<file path="src/qtr_pkg.sv">
`default_nettype none

package qtr_pkg;

    localparam int MAX_TOKEN = 32;
    localparam int LEN_W     = 5;
    localparam int CAP_W     = 6;
    localparam int CONS_W    = 16;
    localparam int CHAR_W    = 8;
    localparam int KIND_W    = 3;

    localparam logic [LEN_W-1:0]  MAX_KEEP = LEN_W'(MAX_TOKEN - 1);
    localparam logic [CAP_W-1:0]  CAP_RESET = CAP_W'(32);
    localparam logic [CONS_W-1:0] CONS_MAX = '1;

    localparam logic [KIND_W-1:0] KIND_CHAR     = 3'd0;
    localparam logic [KIND_W-1:0] KIND_PLAIN    = 3'd1;
    localparam logic [KIND_W-1:0] KIND_QUOTED   = 3'd2;
    localparam logic [KIND_W-1:0] KIND_NONE     = 3'd3;
    localparam logic [KIND_W-1:0] KIND_UNCLOSED = 3'd4;
    localparam logic [KIND_W-1:0] KIND_STRAY    = 3'd5;

    localparam logic [CHAR_W-1:0] CH_NUL    = 8'd0;
    localparam logic [CHAR_W-1:0] CH_HT     = 8'd9;
    localparam logic [CHAR_W-1:0] CH_CR     = 8'd13;
    localparam logic [CHAR_W-1:0] CH_SPACE  = 8'd32;
    localparam logic [CHAR_W-1:0] CH_DQUOTE = 8'd34;
    localparam logic [CHAR_W-1:0] CH_SQUOTE = 8'd39;
    localparam logic [CHAR_W-1:0] CH_RPAREN = 8'd41;
    localparam logic [CHAR_W-1:0] CH_COMMA  = 8'd44;
    localparam logic [CHAR_W-1:0] CH_SEMI   = 8'd59;

    typedef enum logic [2:0] {
        ST_IDLE,
        ST_SKIP,
        ST_QUOTED,
        ST_PLAIN,
        ST_EMIT_RD,
        ST_EMIT_LD,
        ST_STATUS
    } qtr_state_t;

    typedef struct packed {
        logic              clear;
        logic              consume;
        logic              keep;
        logic              set_quote;
        logic              finish;
        logic [KIND_W-1:0] kind;
        logic              rd;
        logic              load_char;
        logic              load_status;
    } qtr_cmd_t;

    typedef struct packed {
        logic is_zero;
        logic is_space;
        logic is_quote;
        logic is_delim;
        logic close_match;
        logic len_zero;
        logic idx_last;
        logic out_free;
    } qtr_stat_t;

endpackage

`default_nettype wire

</file>
<file path="src/quoted_token_reader.sv">
// After the terminating word is taken, each character is read from the token store in ST_EMIT_RD
// and loaded into the output register in ST_EMIT_LD; the status word is loaded in ST_STATUS once the output is free.
// Throughput: input words are taken one per cycle while a token is read; the buffered token
// then leaves one character word at a time through the store read port, followed by the status word.
// Reset (rst_n low, asynchronous) returns to waiting for a token start and sets capacity to 32;
// the token store is not cleared.
`default_nettype none

module quoted_token_reader
    import qtr_pkg::*;
(
    input  wire logic              clk,
    input  wire logic              rst_n,
    input  wire logic              cfg_we,
    input  wire logic [CAP_W-1:0]  cfg_wdata,   // token_capacity
    input  wire logic              s_tvalid,
    output logic                   s_tready,
    input  wire logic [7:0]        s_tdata,     // char_code
    input  wire logic              s_tuser,     // start_token
    output logic                   m_tvalid,
    input  wire logic              m_tready,
    output logic [31:0]            m_tdata,     // out_char, token_length, chars_consumed
    output logic [KIND_W-1:0]      m_tuser,     // result_kind
    output logic                   m_tlast      // run_last
);

    qtr_cmd_t  cmd;
    qtr_stat_t stat;

    qtr_ctrl u_ctrl (
        .clk      (clk),
        .rst_n    (rst_n),
        .s_tvalid (s_tvalid),
        .s_tuser  (s_tuser),
        .stat     (stat),
        .in_ready (s_tready),
        .cmd      (cmd)
    );

    qtr_datapath u_datapath (
        .clk       (clk),
        .rst_n     (rst_n),
        .char_code (s_tdata),
        .cfg_we    (cfg_we),
        .cfg_wdata (cfg_wdata),
        .cmd       (cmd),
        .m_tready  (m_tready),
        .stat      (stat),
        .m_tvalid  (m_tvalid),
        .m_tdata   (m_tdata),
        .m_tuser   (m_tuser),
        .m_tlast   (m_tlast)
    );

endmodule

`default_nettype wire

</file>
<file path="src/qtr_ctrl.sv">
`default_nettype none

module qtr_ctrl
    import qtr_pkg::*;
(
    input  wire logic      clk,
    input  wire logic      rst_n,
    input  wire logic      s_tvalid,
    input  wire logic      s_tuser,
    input  wire qtr_stat_t stat,
    output logic           in_ready,
    output qtr_cmd_t       cmd
);

    qtr_state_t state_reg;
    qtr_state_t state_next;
    qtr_state_t mode;
    logic       accept;

    always_ff @(posedge clk or negedge rst_n)
    begin
        if (!rst_n)
        begin
            state_reg <= ST_IDLE;
        end
        else
        begin
            state_reg <= state_next;
        end
    end

    always_comb
    begin
        state_next = state_reg;
        cmd        = '0;
        in_ready   = (state_reg == ST_IDLE) || (state_reg == ST_SKIP) ||
                     (state_reg == ST_QUOTED) || (state_reg == ST_PLAIN);
        accept     = s_tvalid && in_ready;
        mode       = (accept && s_tuser) ? ST_SKIP : state_reg;
        cmd.clear  = accept && s_tuser;

        if (accept)
        begin
            case (mode)
                ST_SKIP:
                begin
                    state_next = ST_SKIP;
                    if (stat.is_zero)
                    begin
                        cmd.finish = 1'b1;
                        cmd.kind   = KIND_NONE;
                    end
                    else if (stat.is_space)
                    begin
                        cmd.consume = 1'b1;
                    end
                    else if (stat.is_quote)
                    begin
                        cmd.set_quote = 1'b1;
                        cmd.consume   = 1'b1;
                        state_next    = ST_QUOTED;
                    end
                    else if (stat.is_delim)
                    begin
                        cmd.finish = 1'b1;
                        cmd.kind   = KIND_PLAIN;
                    end
                    else
                    begin
                        cmd.keep    = 1'b1;
                        cmd.consume = 1'b1;
                        state_next  = ST_PLAIN;
                    end
                end
                ST_QUOTED:
                begin
                    if (stat.is_zero)
                    begin
                        cmd.finish = 1'b1;
                        cmd.kind   = KIND_UNCLOSED;
                    end
                    else if (stat.close_match)
                    begin
                        cmd.consume = 1'b1;
                        cmd.finish  = 1'b1;
                        cmd.kind    = KIND_QUOTED;
                    end
                    else
                    begin
                        cmd.keep    = 1'b1;
                        cmd.consume = 1'b1;
                    end
                end
                ST_PLAIN:
                begin
                    if (stat.is_zero || stat.is_delim)
                    begin
                        cmd.finish = 1'b1;
                        cmd.kind   = KIND_PLAIN;
                    end
                    else if (stat.is_quote)
                    begin
                        cmd.finish = 1'b1;
                        cmd.kind   = KIND_STRAY;
                    end
                    else
                    begin
                        cmd.keep    = 1'b1;
                        cmd.consume = 1'b1;
                    end
                end
                default:
                begin
                end
            endcase
            if (cmd.finish)
            begin
                state_next = ST_EMIT_RD;
            end
        end
        else
        begin
            case (state_reg)
                ST_EMIT_RD:
                begin
                    if (stat.len_zero)
                    begin
                        state_next = ST_STATUS;
                    end
                    else
                    begin
                        cmd.rd     = 1'b1;
                        state_next = ST_EMIT_LD;
                    end
                end
                ST_EMIT_LD:
                begin
                    if (stat.out_free)
                    begin
                        cmd.load_char = 1'b1;
                        state_next    = stat.idx_last ? ST_STATUS : ST_EMIT_RD;
                    end
                end
                ST_STATUS:
                begin
                    if (stat.out_free)
                    begin
                        cmd.load_status = 1'b1;
                        state_next      = ST_IDLE;
                    end
                end
                default:
                begin
                end
            endcase
        end
    end

endmodule

`default_nettype wire

</file>
<file path="src/qtr_datapath.sv">
`default_nettype none

module qtr_datapath
    import qtr_pkg::*;
(
    input  wire logic              clk,
    input  wire logic              rst_n,
    input  wire logic [CHAR_W-1:0] char_code,
    input  wire logic              cfg_we,
    input  wire logic [CAP_W-1:0]  cfg_wdata,
    input  wire qtr_cmd_t          cmd,
    input  wire logic              m_tready,
    output qtr_stat_t              stat,
    output logic                   m_tvalid,
    output logic [31:0]            m_tdata,
    output logic [KIND_W-1:0]      m_tuser,
    output logic                   m_tlast
);

    logic [CHAR_W-1:0] store_mem [0:MAX_TOKEN-2];
    logic [CHAR_W-1:0] rd_data_reg;

    logic [CAP_W-1:0]  cap_reg;
    logic              qd_reg, qd_next;
    logic [LEN_W-1:0]  kept_reg, kept_next;
    logic [LEN_W-1:0]  trim_reg, trim_next;
    logic [CONS_W-1:0] cons_reg, cons_next;
    logic [LEN_W-1:0]  len_reg, len_next;
    logic [KIND_W-1:0] kind_reg, kind_next;
    logic [LEN_W-1:0]  idx_reg, idx_next;

    logic              mv_reg, mv_next;
    logic [CHAR_W-1:0] mc_reg, mc_next;
    logic [KIND_W-1:0] mk_reg, mk_next;
    logic              ml_reg, ml_next;
    logic [LEN_W-1:0]  mlen_reg, mlen_next;
    logic [CONS_W-1:0] mcons_reg, mcons_next;

    logic [LEN_W-1:0]  kept_base, trim_base;
    logic [CONS_W-1:0] cons_base;
    logic [CAP_W-1:0]  cap_m1;
    logic [LEN_W-1:0]  keep_limit;
    logic              do_write;

    always_comb
    begin
        stat.is_zero  = (char_code == CH_NUL);
        stat.is_space = ((char_code >= CH_HT) && (char_code <= CH_CR)) ||
                        (char_code == CH_SPACE);
        stat.is_quote = (char_code == CH_DQUOTE) || (char_code == CH_SQUOTE);
        stat.is_delim = (char_code == CH_COMMA) || (char_code == CH_RPAREN) ||
                        (char_code == CH_SEMI) || (char_code == CH_SPACE);
        stat.close_match = qd_reg ? (char_code == CH_DQUOTE) : (char_code == CH_SQUOTE);
        stat.len_zero = (len_reg == '0);
        stat.idx_last = (LEN_W'(idx_reg + 1'b1) == len_reg);
        stat.out_free = !mv_reg || m_tready;
    end

    always_comb
    begin
        cap_m1 = cap_reg - 1'b1;
        if (cap_reg == '0)
        begin
            keep_limit = '0;
        end
        else if (cap_m1 > CAP_W'(MAX_KEEP))
        begin
            keep_limit = MAX_KEEP;
        end
        else
        begin
            keep_limit = cap_m1[LEN_W-1:0];
        end
    end

    always_comb
    begin
        kept_base = cmd.clear ? '0 : kept_reg;
        trim_base = cmd.clear ? '0 : trim_reg;
        cons_base = cmd.clear ? '0 : cons_reg;
        qd_next   = cmd.clear ? 1'b0 : qd_reg;
        kept_next = kept_base;
        trim_next = trim_base;
        cons_next = cons_base;
        len_next  = len_reg;
        kind_next = kind_reg;
        idx_next  = idx_reg;
        do_write  = cmd.keep && (kept_base < keep_limit);

        if (do_write)
        begin
            kept_next = LEN_W'(kept_base + 1'b1);
            if (!stat.is_space)
            begin
                trim_next = LEN_W'(kept_base + 1'b1);
            end
        end
        if (cmd.consume && (cons_base != CONS_MAX))
        begin
            cons_next = CONS_W'(cons_base + 1'b1);
        end
        if (cmd.set_quote)
        begin
            qd_next = (char_code == CH_DQUOTE);
        end
        if (cmd.finish)
        begin
            kind_next = cmd.kind;
            idx_next  = '0;
            if (cmd.kind == KIND_PLAIN)
            begin
                len_next = trim_base;
            end
            else if (cmd.kind == KIND_QUOTED)
            begin
                len_next = kept_base;
            end
            else
            begin
                len_next = '0;
            end
        end
        if (cmd.load_char)
        begin
            idx_next = LEN_W'(idx_reg + 1'b1);
        end
    end

    always_comb
    begin
        mv_next    = mv_reg && !m_tready;
        mc_next    = mc_reg;
        mk_next    = mk_reg;
        ml_next    = ml_reg;
        mlen_next  = mlen_reg;
        mcons_next = mcons_reg;
        if (cmd.load_char)
        begin
            mv_next    = 1'b1;
            mc_next    = rd_data_reg;
            mk_next    = KIND_CHAR;
            ml_next    = 1'b0;
            mlen_next  = '0;
            mcons_next = '0;
        end
        else if (cmd.load_status)
        begin
            mv_next    = 1'b1;
            mc_next    = CH_NUL;
            mk_next    = kind_reg;
            ml_next    = 1'b1;
            mlen_next  = len_reg;
            mcons_next = cons_reg;
        end
    end

    always_ff @(posedge clk)
    begin
        if (do_write)
        begin
            store_mem[kept_base] <= char_code;
        end
        if (cmd.rd)
        begin
            rd_data_reg <= store_mem[idx_reg];
        end
    end

    always_ff @(posedge clk or negedge rst_n)
    begin
        if (!rst_n)
        begin
            cap_reg   <= CAP_RESET;
            qd_reg    <= 1'b0;
            kept_reg  <= '0;
            trim_reg  <= '0;
            cons_reg  <= '0;
            len_reg   <= '0;
            kind_reg  <= KIND_CHAR;
            idx_reg   <= '0;
            mv_reg    <= 1'b0;
        end
        else
        begin
            if (cfg_we)
            begin
                cap_reg <= cfg_wdata;
            end
            qd_reg   <= qd_next;
            kept_reg <= kept_next;
            trim_reg <= trim_next;
            cons_reg <= cons_next;
            len_reg  <= len_next;
            kind_reg <= kind_next;
            idx_reg  <= idx_next;
            mv_reg   <= mv_next;
        end
    end

    always_ff @(posedge clk)
    begin
        mc_reg    <= mc_next;
        mk_reg    <= mk_next;
        ml_reg    <= ml_next;
        mlen_reg  <= mlen_next;
        mcons_reg <= mcons_next;
    end

    assign m_tvalid = mv_reg;
    assign m_tdata  = {3'b000, mcons_reg, mlen_reg, mc_reg};
    assign m_tuser  = mk_reg;
    assign m_tlast  = ml_reg;

`ifndef SYNTH
    a_no_double_load: assert property (@(posedge clk) disable iff (!rst_n)
        !(cmd.load_char && cmd.load_status))
        else $error("character and status loaded together");
    a_no_overwrite: assert property (@(posedge clk) disable iff (!rst_n)
        (mv_reg && !m_tready) |-> !(cmd.load_char || cmd.load_status))
        else $error("stalled output word overwritten");
    a_trim_within_kept: assert property (@(posedge clk) disable iff (!rst_n)
        trim_reg <= kept_reg)
        else $error("trimmed length exceeds kept count");
    a_emit_in_range: assert property (@(posedge clk) disable iff (!rst_n)
        (cmd.rd || cmd.load_char) |-> (idx_reg < len_reg))
        else $error("emit index past token length");
`endif

endmodule

`default_nettype wire

</file>
<file path="config.mk">
export PLATFORM = sky130hd
export DESIGN_NAME = quoted_token_reader
export DESIGN_NICKNAME = d
export VERILOG_FILES = /design/src/qtr_pkg.sv /design/src/quoted_token_reader.sv /design/src/qtr_ctrl.sv /design/src/qtr_datapath.sv
export SDC_FILE = /design/constraint.sdc
export NUM_CORES = 1
export LEC_CHECK = 0
export BUFFER_PORTS_ARGS = -buffer_cell sky130_fd_sc_hd__buf_2
export CAP_MARGIN = 20
export CORE_MARGIN = 2
export CORE_UTILIZATION = 60
export DETAILED_ROUTE_END_ITERATION = 8
export PLACE_DENSITY = 0.75
export SLEW_MARGIN = 5
export SYNTH_ARGS = -nofsm -noshare
export SYNTH_HDL_FRONTEND = slang
export SYNTH_SLANG_ARGS = --single-unit
</file>
<file path="constraint.sdc">
create_clock -name clk -period 5.2 [get_ports clk]
set_clock_uncertainty 0.1 [all_clocks]
set_input_delay 0.78 -clock clk [delete_from_list [all_inputs] [get_ports clk]]
set_output_delay 0.78 -clock clk [all_outputs]
set_load 0.02 [all_outputs]
</file>
# Word level (Yosys, flattened, before mapping)
# Memory sizes are Yosys's and may differ from the RTL's. A register that Yosys moved wholly into a read port is not among the register bits.
# Index checks and enable logic that the tools add are counted.
[word_totals]
register_bits = 83
mem_bits_rw = 248
input_bits = 20
output_inout_bits = 38
wordCells = 137
memories = 1
[classes]
n_addsub = 4
n_lt_le_gt_ge = 4
eq_ne = 22
mux = 64
reduce_logical = 27
[memory_table]
columns = ["memory", "depth", "width", "rd", "rd_ports_with_merged_regs", "wr", "line_no", "source"]
rows = [
  ["u_datapath.store_mem", 31, 8, 1, 1, 1, "qtr_datapath.sv:20", "logic [CHAR_W-1:0] store_mem [0:MAX_TOKEN-2];"],
]
[op_table]
columns = ["operator", "n"]
rows = [
  ["$mux W5", 11],
  ["$eq A8 B6 Y1 const B", 6],
  ["$mux W16", 2],
  ["$mux W4", 8],
  ["$mux W3", 10],
  ["$mux W1", 18],
  ["$add A16 B1 Y16 const B", 1],
  ["$mux W2", 8],
  ["$mux W8", 2],
  ["$ne A16 B16 Y1 const B", 1],
  ["$eq A3 B2 Y1 const B", 5],
  ["$pmux W4 S3", 1],
  ["$add A5 B1 Y5 const B", 2],
  ["$logic_or A1 B1 Y1", 10],
  ["$eq A3 B1 Y1 const B", 3],
  ["$eq A3 B3 Y1 const B", 3],
  ["$pmux W3 S3", 1],
  ["$ge A8 B4 Y1 const B", 1],
  ["$le A8 B4 Y1 const B", 1],
  ["$logic_not A8 Y1", 1],
  ["$mux W7", 1],
  ["$gt A6 B5 Y1 const B", 1],
  ["$logic_and A1 B1 Y1", 6],
  ["$logic_not A6 Y1", 1],
  ["13 further kinds", 17],
]

# Logic depth before layout (Yosys ltp)
[depth]
depth_word = 14
mapped_depth = 12

# Cells and area by module
# From an unflattened synthesis, not the netlist that was laid out.
[hier_totals]
cells_unflattened = 950
hier_area_um2 = 14377.5
[by_module_without_submodules]
columns = ["mod", "n_inst", "cells_per_inst", "area_per_inst_um2", "seq_area_each_um2"]
rows = [
  ["qtr_datapath", 1, 885, 13904.6, 9605.5],
  ["qtr_ctrl", 1, 65, 473.0, 75.1],
]

# Worst setup path before layout
# Ideal clock, no wire load.
[synth_timing]
path_kind = "input to register"
startpoint = "input s_tuser"
endpoint = "memory u_datapath.store_mem[11][0] (enable)"
arrival_ns = 3.699
t_required_ns = 4.705
setup_slack_ns = 1.006
path_stages = 10
path_buffers = 1
path_cell_list = "nand3b_1 clkbuf_1 nand2_1 inv_1 ha_1 o2111ai_1 o22ai_1 a2111oi_4 nand2_2 nor4_1"
[synth_via]
elab_chain_len = 8
[synth_rtl]
columns = ["item", "line_no", "source"]
rows = [
  ["from (decl)", "quoted_token_reader.sv:19", "input wire logic s_tuser,"],
  ["$logic_and A1 B1 Y1 *", "qtr_ctrl.sv:39, qtr_ctrl.sv:40", ""],
  ["$mux W3", "qtr_ctrl.sv:39", "mode = (accept && s_tuser) ? ST_SKIP : state_reg;"],
  ["$eq A3 B2 Y1 or $eq A3 B1 Y1 (tied branches)", "qtr_ctrl.sv:44", "case (mode)"],
  ["$pmux W2 S3", "qtr_ctrl.sv:44", ""],
  ["$mux W7", "qtr_ctrl.sv:42", "if (accept)"],
  ["$logic_and A1 B1 Y1", "qtr_datapath.sv:88", "do_write = cmd.keep && (kept_base < keep_limit);"],
  ["$mux W1", "qtr_datapath.sv:159", "if (do_write)"],
  ["$mux W1 (not written as such)", "qtr_datapath.sv:161", "store_mem[kept_base] <= char_code;"],
  ["to (decl)", "qtr_datapath.sv:20", ""],
]
# Mark *: on every way between the ends. The rest lies on a longest branch, timed or not.

# Worst setup path in the final report
[layout_timing]
startpoint = "register u_ctrl.state_reg[2]"
endpoint = "memory u_datapath.store_mem[28][6] (enable)"
[layout_via]
elab_chain_len = 13
[layout_rtl]
columns = ["item", "line_no", "source"]
rows = [
  ["from (decl)", "qtr_ctrl.sv:15", "qtr_state_t state_reg;"],
  ["from (signal assigned)", "qtr_ctrl.sv:28", "state_reg <= state_next;"],
  ["$eq A3 B1 Y1 or $logic_not A3 Y1 (tied branches)", "qtr_ctrl.sv:36", "in_ready = (state_reg == ST_IDLE) || (state_reg == ST_SKIP) ||"],
  ["$logic_or A1 B1 Y1 (2 in a row)", "qtr_ctrl.sv:36", ""],
  ["$logic_or A1 B1 Y1", "qtr_ctrl.sv:37", "(state_reg == ST_QUOTED) || (state_reg == ST_PLAIN);"],
  ["$logic_and A1 B1 Y1", "qtr_ctrl.sv:38", "accept = s_tvalid && in_ready;"],
  ["$logic_and A1 B1 Y1", "qtr_ctrl.sv:39, qtr_ctrl.sv:40", ""],
  ["$mux W3", "qtr_ctrl.sv:39", ""],
  ["$eq A3 B2 Y1 or $eq A3 B1 Y1 (tied branches)", "qtr_ctrl.sv:44", ""],
  ["$pmux W2 S3", "qtr_ctrl.sv:44", ""],
  ["$mux W7", "qtr_ctrl.sv:42", ""],
  ["$logic_and A1 B1 Y1", "qtr_datapath.sv:88", ""],
  ["$mux W1", "qtr_datapath.sv:159", ""],
  ["$mux W1 (not written as such)", "qtr_datapath.sv:161", ""],
]
# Several ways; a longest one is shown, not always the timed one.

==> results.md <==
- Status: complete, no violations
- Critical path endpoint category: register
- CTS tree: yes
- Slowest CP cell: nor2_1
- Worst Path Max Fanout: 13
- Reg-to-reg critical path endpoint: u_datapath.store_mem[28][6]
- Antenna Nets Post-Route: 0
- Maxcap violations: 0
- Main flop type after synthesis: edfxtp_1
- Max-slew violations: 0
- Vias in the first global route: slightly below 8,000
- Clock sink total: 339
- Clk buf depth: 3
- Total Neg Setup Slack: 0 ps
- Flop2flop setup slack: between 800 and 900 ps
- Cells on worst reg2reg path: 9
- Fin crit period: 4340 ps
- Resize count post-CTS: 0
- EDFF count, synth: 264
- Min-Delay Path Class: input port to asynchronous set/reset pin
- Ant diodes: 0
- Net switching power: 0.00146 W
- Clock Power Share: 39.8%
- Placed cell areas: 14,900 um^2
- Core ar.: approximately 23,000 um^2
- RSZ-0062 raised after global routing: no
- Chip width: 158 um
- Post-DP HPWL: about 20 mm
- Cts bufs inserted: 36
- GRT Total Usage: 26.0%
- DRC: 0
- Startpoint types: register
- Die height: 158 um
- Initial antenna violation count: 0
- Starting density of the core: 60.8%
- Switching share of power: 23.6%
- Post-Layout Cell Count: 1,330
- Worst path max stage delay: 760 ps
- Placed cell count: 1,266
- Pwr dens: 387 nW/um^2
- Area growth from synthesis to layout: 12.7%
- First-pass DRT Iterations: 5
- Hold_ws: 292 ps
- Overall power: 0.00620 W
- Initial drt markers: 815
- Internal power: 0.00474 W
- Drt wl/cell: 23.4 um
- Vias: around 8,100
- Comb power frac: approximately a tenth
- Netlist cell types: 65
- Row count: 56
- Via density: a little over 6
- First-pass GRT wire length: 47.4 mm
- Post-CTS Setup Bufs: 0
- Yosys synthesis warning count: 0
- DRT Wirelength: 31.1 mm
- Post-Syn Area: around 14,000 um^2
- Worst Tran Pin Value: 927 ps
- Flops & latches, synth: 339
- Pleak: 5.46 nW
- Syn avg cell area: around 16 um^2
- Data required, critical path: 5230 ps
- Worst r2r src: u_ctrl.state_reg[2]
- Max VDD drop: about 0.00035 V
- Sequential fraction of the synthesis area: 68.0%
- Clock Latency Late Sink: 510 ps
- Fmax achieved: 0.230 GHz
- IO buf count: 54
- NumNets Final: 1,017
- # hold bufs at CTS: 0
- Share of cells above drive strength 1: a little under a quarter
- Synth async-reset ratio: 14.7%
- Slew headroom: 38.0%
- Largest net degree at the start of global routing: 51
- Syn Inst Count: 912
- Total global routing overflow: 0
- Part of the power in registers: 50.3%
- Max reg flops: 248
- Crit Path Category: register to register
- Clk slew on worst S/H paths: around 60 ps
- Endpoints failing hold: 0
- CTS root buf: clkbuf_16
- Finish-stage setup viols: 0
- Die area: 25,000 um^2
- Period utilization: 83.5%
- Placer Congestion: 0.901
- CP cell instances: nand3b_1 -> nand2_1 -> inv_1 -> ha_1 -> a21oi_1 -> o22ai_1 -> a2111oi_4 -> nand2_2 -> nor2_1
- Worst EP arrival: around 4400 ps
- H-tree levels: 2
- # IOs: 58
- Post-Layout Inst Area: 16,000 um^2
[cell type report]
class / instances / area (um^2)
Sequential cell: 339 / 9690
Fill cell: 1621 / 7370
Multi-Input combinational cell: 515 / 4300
Clock buffer: 50 / 1050
Timing Repair Buffer: 77 / 443
Tap cell: 319 / 399
Clock inverter: 14 / 100
Inverter: 16 / 60.1
[routing by layer]
layer  vias to the layer above  share of wire (%)  GRT usage (%)
met4                         0                2.2           7.46
met5                         -                  0              0
met2                       314                 49           41.6
met1                      4129                 42           37.1
met3                        49                6.8           4.93
li1                       3653                  -              -
[cell families after synthesis]
kind of cell	share of synthesized area [%]
adders and majority gates	1.06
AOI/OAI and AO/OA	5.26
DFF	68.0
xor gates and xnor gates	1.47
other	0.0264
and+or+nand+nor	8.45
muxes	13.9
buffers and inverters	1.85
[worst max-delay path: cells and delay by family (launching register included)]
kind | cells | cell delay, ps
simple gates | 4 | 1800
compound gates | 3 | 1020
flops | 1 | 510
fa+ha+maj | 1 | 350
buf+inv | 1 | 180
[power by group through the flow]
stage	clock network (W)	registers, W	logic, W
finish	0.00247	0.00311	0.000614
global route	0.00260	0.00313	0.000666
CTS	0.00250	0.00311	0.000614
detailed placement	0	0.00317	0.000606
global placement	0	0.00316	0.000594
floorplan	0	0.00313	0.000435
[worst max-delay path by stage]
stage / start / endpoint / slack [ps] / cells after the start
after detailed placement: s_tuser / u_datapath.store_mem[28][2] / 650 / 10
after global placement: s_tuser / u_datapath.store_mem[28][0] / 830 / 10
after floorplan: s_tuser / u_datapath.store_mem[11][0] / 1010 / 10
final: u_ctrl.state_reg[2] / u_datapath.store_mem[28][6] / 860 / 9
after global routing: u_ctrl.state_reg[2] / u_datapath.store_mem[28][2] / 630 / 9
after CTS: u_ctrl.state_reg[2] / u_datapath.store_mem[28][2] / 900 / 9
[cells in the mapped netlist (6+ instances only)]
| library cell | count | area, um^2 |
|---|---|---|
| nand2_1 | 98 | 368 |
| xor2_1 | 9 | 78.8 |
| nand2b_1 | 8 | 50.1 |
| a21oi_1 | 45 | 225 |
| nor2_1 | 48 | 180 |
| buf_2 | 6 | 30.0 |
| nand3_1 | 27 | 135 |
| dfxtp_1 | 25 | 500 |
| and2_1 | 12 | 75.1 |
| o21ai_0 | 33 | 165 |
| clkbuf_1 | 32 | 120 |
| nor3_1 | 7 | 35.0 |
| inv_1 | 16 | 60.1 |
| xnor2_1 | 13 | 114 |
| ha_1 | 12 | 150 |
| edfxtp_1 | 264 | 7930 |
| mux4_2 | 72 | 1620 |
| or3_1 | 9 | 56.3 |
| dfrtp_1 | 49 | 1230 |
| mux2i_1 | 16 | 160 |
| nor4_1 | 8 | 50.1 |
| a22oi_1 | 6 | 45.0 |
| mux2_2 | 16 | 180 |
[through the flow]
stage / utilization, % / setup WS (ps)
CTS: 68.5 / 901
global route: 68.5 / 629
global placement: 63.6 / 825
floorplan: - / 1010
detailed placement: 63.6 / 654
finish: 68.5 / 860
[cells in the final DEF, fill, tap and decap left out, types with 6 or more instances in the layout]
cell and instances:
xor2_1 9, clkbuf_1 7, a22oi_1 6, ha_1 12
buf_4 23, nand3_1 27, edfxtp_1 264, dfxtp_1 25
dfrtp_1 47, and2_1 12, a21oi_1 45, mux2_2 16
xnor2_1 13, inv_1 16, o21ai_0 33, nand2_1 98
buf_2 54, mux2i_1 16, nor4_1 8, clkinv_1 7
nand2b_1 8, clkbuf_16 38, nor3_1 7, or3_1 9
nor2_1 47, mux4_2 72
(Power assumes the default switching activity.)
